`src/rtl/core/crpr_pkg.sv`:
```
// Package: widths, register indexes and helpers for the palette range remapper.
`timescale 1ns / 1ps

package crpr_pkg;

  localparam int ChanW   = 8;
  localparam int RgbW    = 24;
  localparam int NumCh   = 3;
  localparam int NumW    = 16;        // blend numerator, always below 2^16
  localparam int CntW    = 4;         // counts NumW division steps
  localparam int CfgIdxW = 2;

  // floor(s/3) for s <= 765 as (s * 683) >> 11
  localparam int SumW      = 10;
  localparam int MeanMul   = 683;
  localparam int MeanMulW  = 10;
  localparam int MeanShift = 11;
  localparam int MeanProdW = SumW + MeanMulW;

  localparam logic [ChanW-1:0] ChanMax   = 8'hFF;
  localparam logic [RgbW-1:0]  RgbAllOne = 24'hFF_FFFF;

  typedef enum logic [CfgIdxW-1:0] {
    CFG_MID = 2'd0,
    CFG_MAX = 2'd1,
    CFG_MIN = 2'd2,
    CFG_NONE = 2'd3
  } cfg_idx_e;

  typedef logic [ChanW-1:0] chan_t;
  typedef logic [RgbW-1:0]  rgb_t;

  // Byte k of a packed color, red is lane 0
  function automatic chan_t get_chan(input rgb_t rgb, input logic [1:0] lane);
    chan_t c;
    case (lane)
      2'd0:    c = rgb[23:16];
      2'd1:    c = rgb[15:8];
      default: c = rgb[7:0];
    endcase
    return c;
  endfunction

  // Saturate a quotient to one channel
  function automatic chan_t clamp8(input logic [NumW-1:0] q);
    return (|q[NumW-1:ChanW]) ? ChanMax : q[ChanW-1:0];
  endfunction

endpackage

```
`src/rtl/core/crpr_if.sv`:
```
// Channel interfaces: source colors in, key/mapped color pairs out.
`timescale 1ns / 1ps

interface crpr_in_if;
  logic                 valid;
  logic                 ready;
  crpr_pkg::rgb_t       src_color;
  logic                 first_of_palette;

  modport source (output valid, output src_color, output first_of_palette, input ready);
  modport sink   (input valid, input src_color, input first_of_palette, output ready);
endinterface

interface crpr_out_if;
  logic                 valid;
  logic                 ready;
  crpr_pkg::rgb_t       key_color;
  crpr_pkg::rgb_t       mapped_color;

  modport source (output valid, output key_color, output mapped_color, input ready);
  modport sink   (input valid, input key_color, input mapped_color, output ready);
endinterface

```
`src/rtl/core/color_range_palette_remap.sv`:
```
// Top level: palette color range remapper with a bit-serial three-lane divider.
//
//  channel | dir | handshake     | payload
//  --------+-----+---------------+-------------------------------------------
//  src_i   | in  | valid/ready   | src_color[23:0], first_of_palette
//  dst_o   | out | valid/ready   | key_color[23:0], mapped_color[23:0]
//  cfg     | in  | cfg_we_i      | cfg_idx_i[1:0], cfg_data_i[23:0]
//
// Each item passes the channel mean, the blend numerators, the restoring divider
// (one quotient bit per cycle, three lanes sharing one divisor) and the output load.
// The result register frees the core, so the next item is accepted while a
// result waits; while a stalled result holds the output register, a finished item
// keeps done set in the core and no new item is accepted.
// Reset clears control, the reference mean and the mid and min colors, and sets max to all ones.
`timescale 1ns / 1ps

module color_range_palette_remap (
  input  logic                         clk_i,
  input  logic                         rst_ni,
  input  logic                         cfg_we_i,
  input  logic [crpr_pkg::CfgIdxW-1:0] cfg_idx_i,
  input  crpr_pkg::rgb_t               cfg_data_i,
  crpr_in_if.sink                      src_i,
  crpr_out_if.source                   dst_o
);

  localparam logic [1:0] S_IDLE = 2'd0;
  localparam logic [1:0] S_MEAN = 2'd1;
  localparam logic [1:0] S_NUM  = 2'd2;
  localparam logic [1:0] S_DIV  = 2'd3;

  localparam logic [crpr_pkg::CntW-1:0] CntLast = crpr_pkg::CntW'(crpr_pkg::NumW - 1);

  logic [1:0] state_q, state_d;
  logic [crpr_pkg::CntW-1:0] cnt_q, cnt_d;
  logic       done_q, done_d;   // divider finished, waiting for output slot

  crpr_pkg::rgb_t  mid_q, max_q, min_q;
  crpr_pkg::chan_t ref_q, ref_d;
  crpr_pkg::rgb_t  src_q;
  logic            first_q;
  crpr_pkg::chan_t a_q;
  crpr_pkg::chan_t div_q;
  logic            zero_q;
  logic [crpr_pkg::NumW-1:0]  num_q [crpr_pkg::NumCh];
  logic [crpr_pkg::NumW-1:0]  num_d [crpr_pkg::NumCh];
  logic [crpr_pkg::ChanW-1:0] rem_q [crpr_pkg::NumCh];
  logic [crpr_pkg::ChanW-1:0] rem_d [crpr_pkg::NumCh];

  logic           out_valid_q;
  crpr_pkg::rgb_t key_q, mapped_q, mapped_d;

  logic accept, load_out;

  // Channel mean of the source color
  logic [crpr_pkg::SumW-1:0]      sum;
  logic [crpr_pkg::MeanProdW-1:0] mean_prod;
  crpr_pkg::chan_t                mean;

  assign sum = crpr_pkg::SumW'(src_q[23:16]) + crpr_pkg::SumW'(src_q[15:8])
             + crpr_pkg::SumW'(src_q[7:0]);
  assign mean_prod = crpr_pkg::MeanProdW'(sum)
                   * crpr_pkg::MeanProdW'(crpr_pkg::MeanMul);
  assign mean = mean_prod[crpr_pkg::MeanShift +: crpr_pkg::ChanW];

  assign accept   = src_i.valid && src_i.ready;
  assign load_out = done_q && (!out_valid_q || dst_o.ready);

  assign src_i.ready = (state_q == S_IDLE) && !done_q;

  // Blend setup: pick formula, weights and the shared divisor
  logic            use_lo, use_hi;
  crpr_pkg::chan_t wa, wb, dv;
  crpr_pkg::rgb_t  cb;
  logic [crpr_pkg::NumW-1:0] num_init [crpr_pkg::NumCh];

  always_comb begin
    use_lo = (ref_q != '0) && (a_q <= ref_q);
    use_hi = (ref_q != crpr_pkg::ChanMax) && (a_q >= ref_q);
    if (use_lo) begin
      wa = a_q;
      wb = ref_q - a_q;
      cb = min_q;
      dv = ref_q;
    end else begin
      wa = crpr_pkg::ChanMax - a_q;
      wb = a_q - ref_q;
      cb = max_q;
      dv = crpr_pkg::ChanMax - ref_q;
    end
    for (int k = 0; k < crpr_pkg::NumCh; k++) begin
      num_init[k] = crpr_pkg::NumW'(wa) * crpr_pkg::NumW'(crpr_pkg::get_chan(mid_q, 2'(k)))
                  + crpr_pkg::NumW'(wb) * crpr_pkg::NumW'(crpr_pkg::get_chan(cb, 2'(k)));
    end
  end

  // One restoring-division step per lane
  logic [crpr_pkg::ChanW:0] trial [crpr_pkg::NumCh];
  logic [crpr_pkg::ChanW:0] diff  [crpr_pkg::NumCh];
  logic                     ge    [crpr_pkg::NumCh];

  always_comb begin
    for (int k = 0; k < crpr_pkg::NumCh; k++) begin
      trial[k] = {rem_q[k], num_q[k][crpr_pkg::NumW-1]};
      diff[k]  = trial[k] - {1'b0, div_q};
      ge[k]    = trial[k] >= {1'b0, div_q};
    end
  end

  // Sequencer
  always_comb begin
    state_d = state_q;
    cnt_d   = cnt_q;
    done_d  = done_q;
    ref_d   = ref_q;
    for (int k = 0; k < crpr_pkg::NumCh; k++) begin
      num_d[k] = num_q[k];
      rem_d[k] = rem_q[k];
    end
    case (state_q)
      S_IDLE: begin
        if (accept) state_d = S_MEAN;
        if (load_out) done_d = 1'b0;
      end
      S_MEAN: begin
        if (first_q) ref_d = mean;
        state_d = S_NUM;
      end
      S_NUM: begin
        for (int k = 0; k < crpr_pkg::NumCh; k++) begin
          num_d[k] = num_init[k];
          rem_d[k] = '0;
        end
        cnt_d   = '0;
        state_d = S_DIV;
      end
      S_DIV: begin
        for (int k = 0; k < crpr_pkg::NumCh; k++) begin
          num_d[k] = {num_q[k][crpr_pkg::NumW-2:0], ge[k]};
          rem_d[k] = ge[k] ? diff[k][crpr_pkg::ChanW-1:0] : trial[k][crpr_pkg::ChanW-1:0];
        end
        cnt_d = cnt_q + 1'b1;
        if (cnt_q == CntLast) begin
          done_d  = 1'b1;
          state_d = S_IDLE;
        end
      end
      default: state_d = S_IDLE;
    endcase
  end

  always_ff @(posedge clk_i or negedge rst_ni) begin
    if (!rst_ni) begin
      state_q <= S_IDLE;
      cnt_q   <= '0;
      done_q  <= 1'b0;
      ref_q   <= '0;
    end else begin
      state_q <= state_d;
      cnt_q   <= cnt_d;
      done_q  <= done_d;
      ref_q   <= ref_d;
    end
  end

  // Datapath registers
  always_ff @(posedge clk_i) begin
    if (accept) begin
      src_q   <= src_i.src_color;
      first_q <= src_i.first_of_palette;
    end
    if (state_q == S_MEAN) a_q <= mean;
    if (state_q == S_NUM) begin
      div_q  <= dv;
      zero_q <= !use_lo && !use_hi;
    end
    for (int k = 0; k < crpr_pkg::NumCh; k++) begin
      num_q[k] <= num_d[k];
      rem_q[k] <= rem_d[k];
    end
  end

  // Configuration registers
  always_ff @(posedge clk_i or negedge rst_ni) begin
    if (!rst_ni) begin
      mid_q <= '0;
      max_q <= crpr_pkg::RgbAllOne;
      min_q <= '0;
    end else if (cfg_we_i) begin
      case (crpr_pkg::cfg_idx_e'(cfg_idx_i))
        crpr_pkg::CFG_MID: mid_q <= cfg_data_i;
        crpr_pkg::CFG_MAX: max_q <= cfg_data_i;
        crpr_pkg::CFG_MIN: min_q <= cfg_data_i;
        default: ;
      endcase
    end
  end

  // Output register
  always_comb begin
    for (int k = 0; k < crpr_pkg::NumCh; k++) begin
      mapped_d[crpr_pkg::RgbW-1-crpr_pkg::ChanW*k -: crpr_pkg::ChanW] =
        zero_q ? '0 : crpr_pkg::clamp8(num_q[k]);
    end
  end

  always_ff @(posedge clk_i or negedge rst_ni) begin
    if (!rst_ni) begin
      out_valid_q <= 1'b0;
    end else if (load_out) begin
      out_valid_q <= 1'b1;
    end else if (dst_o.ready) begin
      out_valid_q <= 1'b0;
    end
  end

  always_ff @(posedge clk_i) begin
    if (load_out) begin
      key_q    <= src_q;
      mapped_q <= mapped_d;
    end
  end

  assign dst_o.valid        = out_valid_q;
  assign dst_o.key_color    = key_q;
  assign dst_o.mapped_color = mapped_q;

  // Checks
  a_accept_starts: assert property (@(posedge clk_i) disable iff (!rst_ni)
    accept |=> (state_q == S_MEAN))
    else $error("accepted item did not start the mean step");

  a_div_ends: assert property (@(posedge clk_i) disable iff (!rst_ni)
    (state_q == S_DIV) && (cnt_q == CntLast) |=> done_q && (state_q == S_IDLE))
    else $error("divider did not finish after its last step");

  a_zero_case: assert property (@(posedge clk_i) disable iff (!rst_ni)
    load_out && zero_q |=> dst_o.valid && (dst_o.mapped_color == '0))
    else $error("degenerate reference did not give a zero color");

endmodule

```
`src/flat_wrapper.sv`:
```
// flat-port wrapper written by rule: the top's interface ports become plain ports
module color_range_palette_remap_flat 
  (clk_i, rst_ni, cfg_we_i, cfg_idx_i, cfg_data_i, src_i_valid, src_i_src_color, src_i_first_of_palette, src_i_ready, dst_o_valid, dst_o_key_color, dst_o_mapped_color, dst_o_ready);
  crpr_in_if src_i_i ();
  crpr_out_if dst_o_i ();
  input  logic clk_i;
  input  logic rst_ni;
  input  logic cfg_we_i;
  input  logic [crpr_pkg::CfgIdxW-1:0] cfg_idx_i;
  input  crpr_pkg::rgb_t cfg_data_i;
  input wire logic [$bits(src_i_i.valid)-1:0] src_i_valid;
  input wire logic [$bits(src_i_i.src_color)-1:0] src_i_src_color;
  input wire logic [$bits(src_i_i.first_of_palette)-1:0] src_i_first_of_palette;
  output wire logic [$bits(src_i_i.ready)-1:0] src_i_ready;
  output wire logic [$bits(dst_o_i.valid)-1:0] dst_o_valid;
  output wire logic [$bits(dst_o_i.key_color)-1:0] dst_o_key_color;
  output wire logic [$bits(dst_o_i.mapped_color)-1:0] dst_o_mapped_color;
  input wire logic [$bits(dst_o_i.ready)-1:0] dst_o_ready;
  assign src_i_i.valid = src_i_valid;
  assign src_i_i.src_color = src_i_src_color;
  assign src_i_i.first_of_palette = src_i_first_of_palette;
  assign src_i_ready = src_i_i.ready;
  assign dst_o_valid = dst_o_i.valid;
  assign dst_o_key_color = dst_o_i.key_color;
  assign dst_o_mapped_color = dst_o_i.mapped_color;
  assign dst_o_i.ready = dst_o_ready;
  color_range_palette_remap u_core (.clk_i(clk_i), .rst_ni(rst_ni), .cfg_we_i(cfg_we_i), .cfg_idx_i(cfg_idx_i), .cfg_data_i(cfg_data_i), .src_i(src_i_i), .dst_o(dst_o_i));
endmodule
```
`config.mk`:
```
export PLATFORM = sky130hd
export DESIGN_NAME = color_range_palette_remap_flat
export DESIGN_NICKNAME = d
export VERILOG_FILES = /design/src/rtl/core/crpr_pkg.sv /design/src/rtl/core/crpr_if.sv /design/src/rtl/core/color_range_palette_remap.sv /design/src/flat_wrapper.sv
export SDC_FILE = /design/constraint.sdc
export NUM_CORES = 1
export LEC_CHECK = 0
export ABC_CLOCK_PERIOD_IN_PS = 18500
export BUFFER_PORTS_ARGS = -buffer_cell sky130_fd_sc_hd__clkbuf_2
export CAP_MARGIN = 0
export CORE_MARGIN = 1.5
export CORE_UTILIZATION = 23
export DETAILED_ROUTE_END_ITERATION = 10
export PLACE_DENSITY_LB_ADDON = 0.1
export SLEW_MARGIN = 30
export SYNTH_ARGS = -nofsm -noshare
export SYNTH_HDL_FRONTEND = slang
export SYNTH_SLANG_ARGS = --single-unit
```
`constraint.sdc`:
```
create_clock -name clk_i -period 18.5 [get_ports clk_i]
set_input_delay 3.7 -clock clk_i [delete_from_list [all_inputs] [get_ports clk_i]]
set_output_delay 3.7 -clock clk_i [all_outputs]
set_load 0.05 [all_outputs]
```
* Word-level counts from Yosys, hierarchy flattened *
Memories as Yosys holds them, arrays and structs flattened.
Cells that the tools add are included.

word-level totals
  flip-flop bits (word level) = 178
  bits in writable memories = 72
  input port bits = 56
  output and inout bits = 50
  logic and storage cells = 99
  memories = 2

operators by class
  $add $sub $neg = 13
  $mul = 7
  magnitude comparators = 5
  equality and inequality tests = 10
  muxes and demuxes = 21
  reductions and logical operators = 26

memories
  memory        depth  bits a word  rd ports  clocked after Yosys merged registers in  write ports  line                             source
  u_core.num_q  3      16           3         0                                        3            color_range_palette_remap.sv:45  logic [crpr_pkg::NumW-1:0] num_q [crpr_pkg::NumCh];
  u_core.rem_q  3      8            3         0                                        3            color_range_palette_remap.sv:47  logic [crpr_pkg::ChanW-1:0] rem_q [crpr_pkg::NumCh];

operator list
  operator                                                               number
  8-bit by 8-bit multiplier with 16-bit output                           6
  48-bit one-hot mux with 2 select lines                                 1
  8-bit 2-to-1 mux                                                       9
  16-bit adder                                                           3
  24-bit one-hot mux with 2 select lines                                 1
  8-bit subtractor                                                       5
  9-bit by 8-bit >= comparator with 1-bit output                         3
  24-bit 2-to-1 mux                                                      1
  8-bit OR reduction                                                     3
  10-bit by 10-bit multiplier with 19-bit output, second input constant  1
  8-bit subtractor, first input constant                                 2
  10-bit by 8-bit adder with 10-bit output                               1
  2-bit AND reduction                                                    5
  8-bit by 8-bit adder with 9-bit output                                 1
  8-bit >= comparator                                                    1
  8-bit less-or-equal comparator                                         1
  8-bit != test, second input constant                                   1
  2-bit one-hot mux with 4 select lines                                  1
  4-bit one-hot mux with 2 select lines                                  1
  8-bit nonzero test                                                     1
  2-bit equality test, second input constant                             3
  1-bit logical AND                                                      6
  2-bit by 1-bit != test with 1-bit output, second input constant        3
  2-bit nonzero test                                                     3
  10 further kinds                                                       19

* Longest topological paths before layout *
  depth after elaboration = 6
  gate-level depth with buffers = 33
  mapped depth without buffers = 32

* Worst setup path after synthesis *
Ideal clock, no wire load.

  path kind = register to register
  from = reg u_core.a_q[0]
  to = mem u_core.num_q[0][31] in the netlist's numbering, data pin
  arrival time = 7.416 ns
  required time = 18.233 ns
  setup slack = 10.817 ns
  stages on the path, launching flop included = 31
  path buffers = 3
  clock period less this slack = 7.683 ns
  cell sequence = edfxtp_1 inv_1 ha_1 inv_1 fa_1 nand3_1 a21oi_1 o22a_1 nor2_2 buf_4 buf_4 xnor2_1 clkbuf_1 nand2_1 fa_1 fa_1 inv_1 fa_1 fa_1 fa_1 inv_1 fa_1 inv_1 ha_1 a21o_1 a2111oi_0 o31ai_1 a21o_1 a31oi_1 xnor2_1 o21ai_0

RTL lines
  element                 line                              source
  start, declared         color_range_palette_remap.sv:42   crpr_pkg::chan_t a_q;
  start signal, assigned  color_range_palette_remap.sv:172  if (state_q == S_MEAN) a_q <= mean;
  end, declared           color_range_palette_remap.sv:45

==> impl_metrics.env <==
export IMPL_antenna_found_initial=1
export IMPL_num_rows=124
export IMPL_post_cts_setup_buffers=0
export IMPL_place_inst=4146
export IMPL_slowest_stage="fa_1"
export IMPL_ys_flop_type="edfxtp_1"
export IMPL_mostFrequentLayoutCell="inv_1"
export IMPL_core_area_um2=114000
export IMPL_hp_class="register to register"
export IMPL_async_flop_share_pct=35.2
export IMPL_regArea_um2=7100
export IMPL_syn_area_per_cell_um2=10.3
export IMPL_area_growth_pct=14.3
export IMPL_setup_viol=0
export IMPL_grt_max_degree=71
export IMPL_worstMarginPinSlew_ns=0.912
export IMPL_min_period_ns=8.95
export IMPL_stdcell_count=4214
export IMPL_placed_area_um2=29000
export IMPL_grt_pass1_vias=18800
export IMPL_crit_fanout=24
export IMPL_gp_congestion=0.780
export IMPL_maxCapViolations=0
export IMPL_drc=0
export IMPL_crit_path_end_kind="register"
export IMPL_crit_buf_inv=6
export IMPL_cts_max_path_buffers=3
export IMPL_fill_cells=12200
export IMPL_holdBufCountCts=0
export IMPL_slowest_delay_ns=0.58
export IMPL_grt_overflow_total=0
export IMPL_start_kind="register"
export IMPL_drive_above_1_share_pct=14.4
export IMPL_vias_per_cell=4.14
export IMPL_dr_total_vias=17500
export IMPL_synthesis_area_um2=26500
export IMPL_layout_cells_most_common_list="499 x inv_1, 316 x fa_1, 307 x ha_1"
export IMPL_die_x_um=342
export IMPL_synth_cell_types=61
export IMPL_start_util_pct=23.2
export IMPL_first_pass_iters=4
export IMPL_port_buffers=105
export IMPL_dieHeight_um=342
export IMPL_dp_final_hpwl_mm=54.8
export IMPL_cts_buffers=37
export IMPL_cts_sinks=250
export IMPL_wl_per_cell_um=16.9
export IMPL_hold_violations=0
export IMPL_crit_top_cell="fa_1"
export IMPL_crit_required_ns=18.81
export IMPL_path_delay_family="adder cells"
export IMPL_relSlewSlack_pct=37.5
export IMPL_synth_area_leaders="fa_1 24%, edfxtp_1 18%, ha_1 15%"
export IMPL_synth_edf_count=162
export IMPL_synth_top_area_share_pct=23.9
export IMPL_fin_crit_sh_pct=48.4
export IMPL_clock_latency_ns=0.59
export IMPL_ioPinCount=106
export IMPL_drt_initial_drc_count=730
export IMPL_cts_htree_levels=2
export IMPL_die_area_um2=117000
export IMPL_ys_seq_area_share_pct=26.8
export IMPL_syn_inst=2569
export IMPL_post_cts_resized=0
export IMPL_track_usage_pct=12.6
export IMPL_final_nets=3355
export IMPL_crit_arrival_ns=9.26
export IMPL_tritoncts="yes"
export IMPL_ys_warn_count=0
export IMPL_postLayoutCellArea_um2=30300
export IMPL_root_buffer="clkbuf_16"
export IMPL_synth_top_area_cell="fa_1"
export IMPL_multi_input_area_um2=17400
export IMPL_routed_wl_mm=71.3
export IMPL_syn_num_nets=3249
export IMPL_drv_slew=0
export IMPL_ant_nets=0
export IMPL_clock_skew_ns=0.0282
export IMPL_tns_ns=0
export IMPL_ys_ff_latch=250
export IMPL_max_clock_freq_mhz=112
export IMPL_critPathKind="register to register"
export IMPL_clkTransAtPathRegs_ns=0.06
export IMPL_grt_first_pass_wirelength_mm=114
export IMPL_rsz0062_at_grt="false"
export IMPL_run_status="finished, final reports clean"
## Yosys cell counts (10+ instances only)
| cell | n |
|---|---|
| inv_1 | 500 |
| fa_1 | 316 |
| ha_1 | 308 |
| nor2_1 | 219 |
| edfxtp_1 | 162 |
| nand2_1 | 136 |
| and2_1 | 123 |
| mux2_2 | 93 |
| o21ai_0 | 82 |
| dfrtp_1 | 64 |
| a21oi_1 | 61 |
| xnor2_1 | 59 |
| or2_2 | 51 |
| mux2i_1 | 49 |
| clkbuf_1 | 46 |
| nor3_1 | 33 |
| xor2_1 | 33 |
| nor2b_1 | 26 |
| dfstp_2 | 24 |
| a21o_1 | 22 |
| nand2b_1 | 20 |
| buf_2 | 13 |
| a21boi_0 | 10 |
| nand4_1 | 10 |
| o21a_1 | 10 |
## layer usage
layer,GRT usage (%),part of all wire (%),up-vias
met5,0,0,-
li1,-,-,8420
met3,1.95,3.9,46
met2,18.4,41,247
met1,19.4,54,8753
met4,2.68,1.4,0
## cells by family (layout without fill, tap and decap cells)
logic type / count (synthesis) / in the layout / synth area share, %
compound gates: 236 / 236 / 5.61
xor+xnor: 92 / 92 / 3.04
fa+ha+maj: 624 / 624 / 38.5
buf+inv: 571 / 703 / 8.23
flops: 250 / 250 / 26.8
mux: 143 / 143 / 5.85
other cells: 0 / 1 / 0
simple gates: 653 / 653 / 12.0
## layout make-up
type	count	area share, %
multi-input cells	1748	57.5
repair buffers	138	2.76
inverters	500	6.20
flip-flops and latches	250	23.5
well taps	1512	6.25
clock inverters	21	0.600
clock buffers	44	3.22
diodes	1	0.00827
## sequential cells by signal, indices dropped and copies added (netlist names), 4 cells and up
name	count
u_core.cnt_q	4
u_core.div_q	8
u_core.min_q	24
u_core.mid_q	24
u_core.a_q	8
u_core.ref_q	8
u_core.rem_q	24
u_core.max_q	24
u_core.num_q	48
u_core.dst_o.key_color	24
u_core.dst_o.mapped_color	24
u_core.src_q	24
## through the flow
stage | util (%) | hold WS (ns) | setup slack [ns]
2_1_floorplan | - | 0.431 | 10.82
3_3_place_gp | 25.4 | 0.452 | 9.12
6_report | 26.5 | 0.454 | 9.55
5_1_grt | 26.5 | 0.472 | 8.93
3_5_place_dp | 25.4 | 0.442 | 9.08
4_1_cts | 26.4 | 0.457 | 9.08
## final timing paths
check                                                  end  slack (ns)  depth (start not counted)             start
worst max-delay path                   u_core.num_q[0][31]        9.55                         30     u_core.a_q[0]
worst min-delay path            u_core.dst_o.key_color[23]        0.45                          0  u_core.src_q[23]
worst max register to register         u_core.num_q[0][31]        9.55                         30     u_core.a_q[0]
worst min register to register  u_core.dst_o.key_color[23]        0.45                          0  u_core.src_q[23]
max in group asynchronous                 u_core.min_q[16]       14.49                          2            rst_ni
min in group asynchronous                  u_core.mid_q[6]        3.05                          1            rst_ni
Power is left out: the tool's default activity adds up to more than one toggle a clock period on the data nets, which glitch-free logic cannot reach.
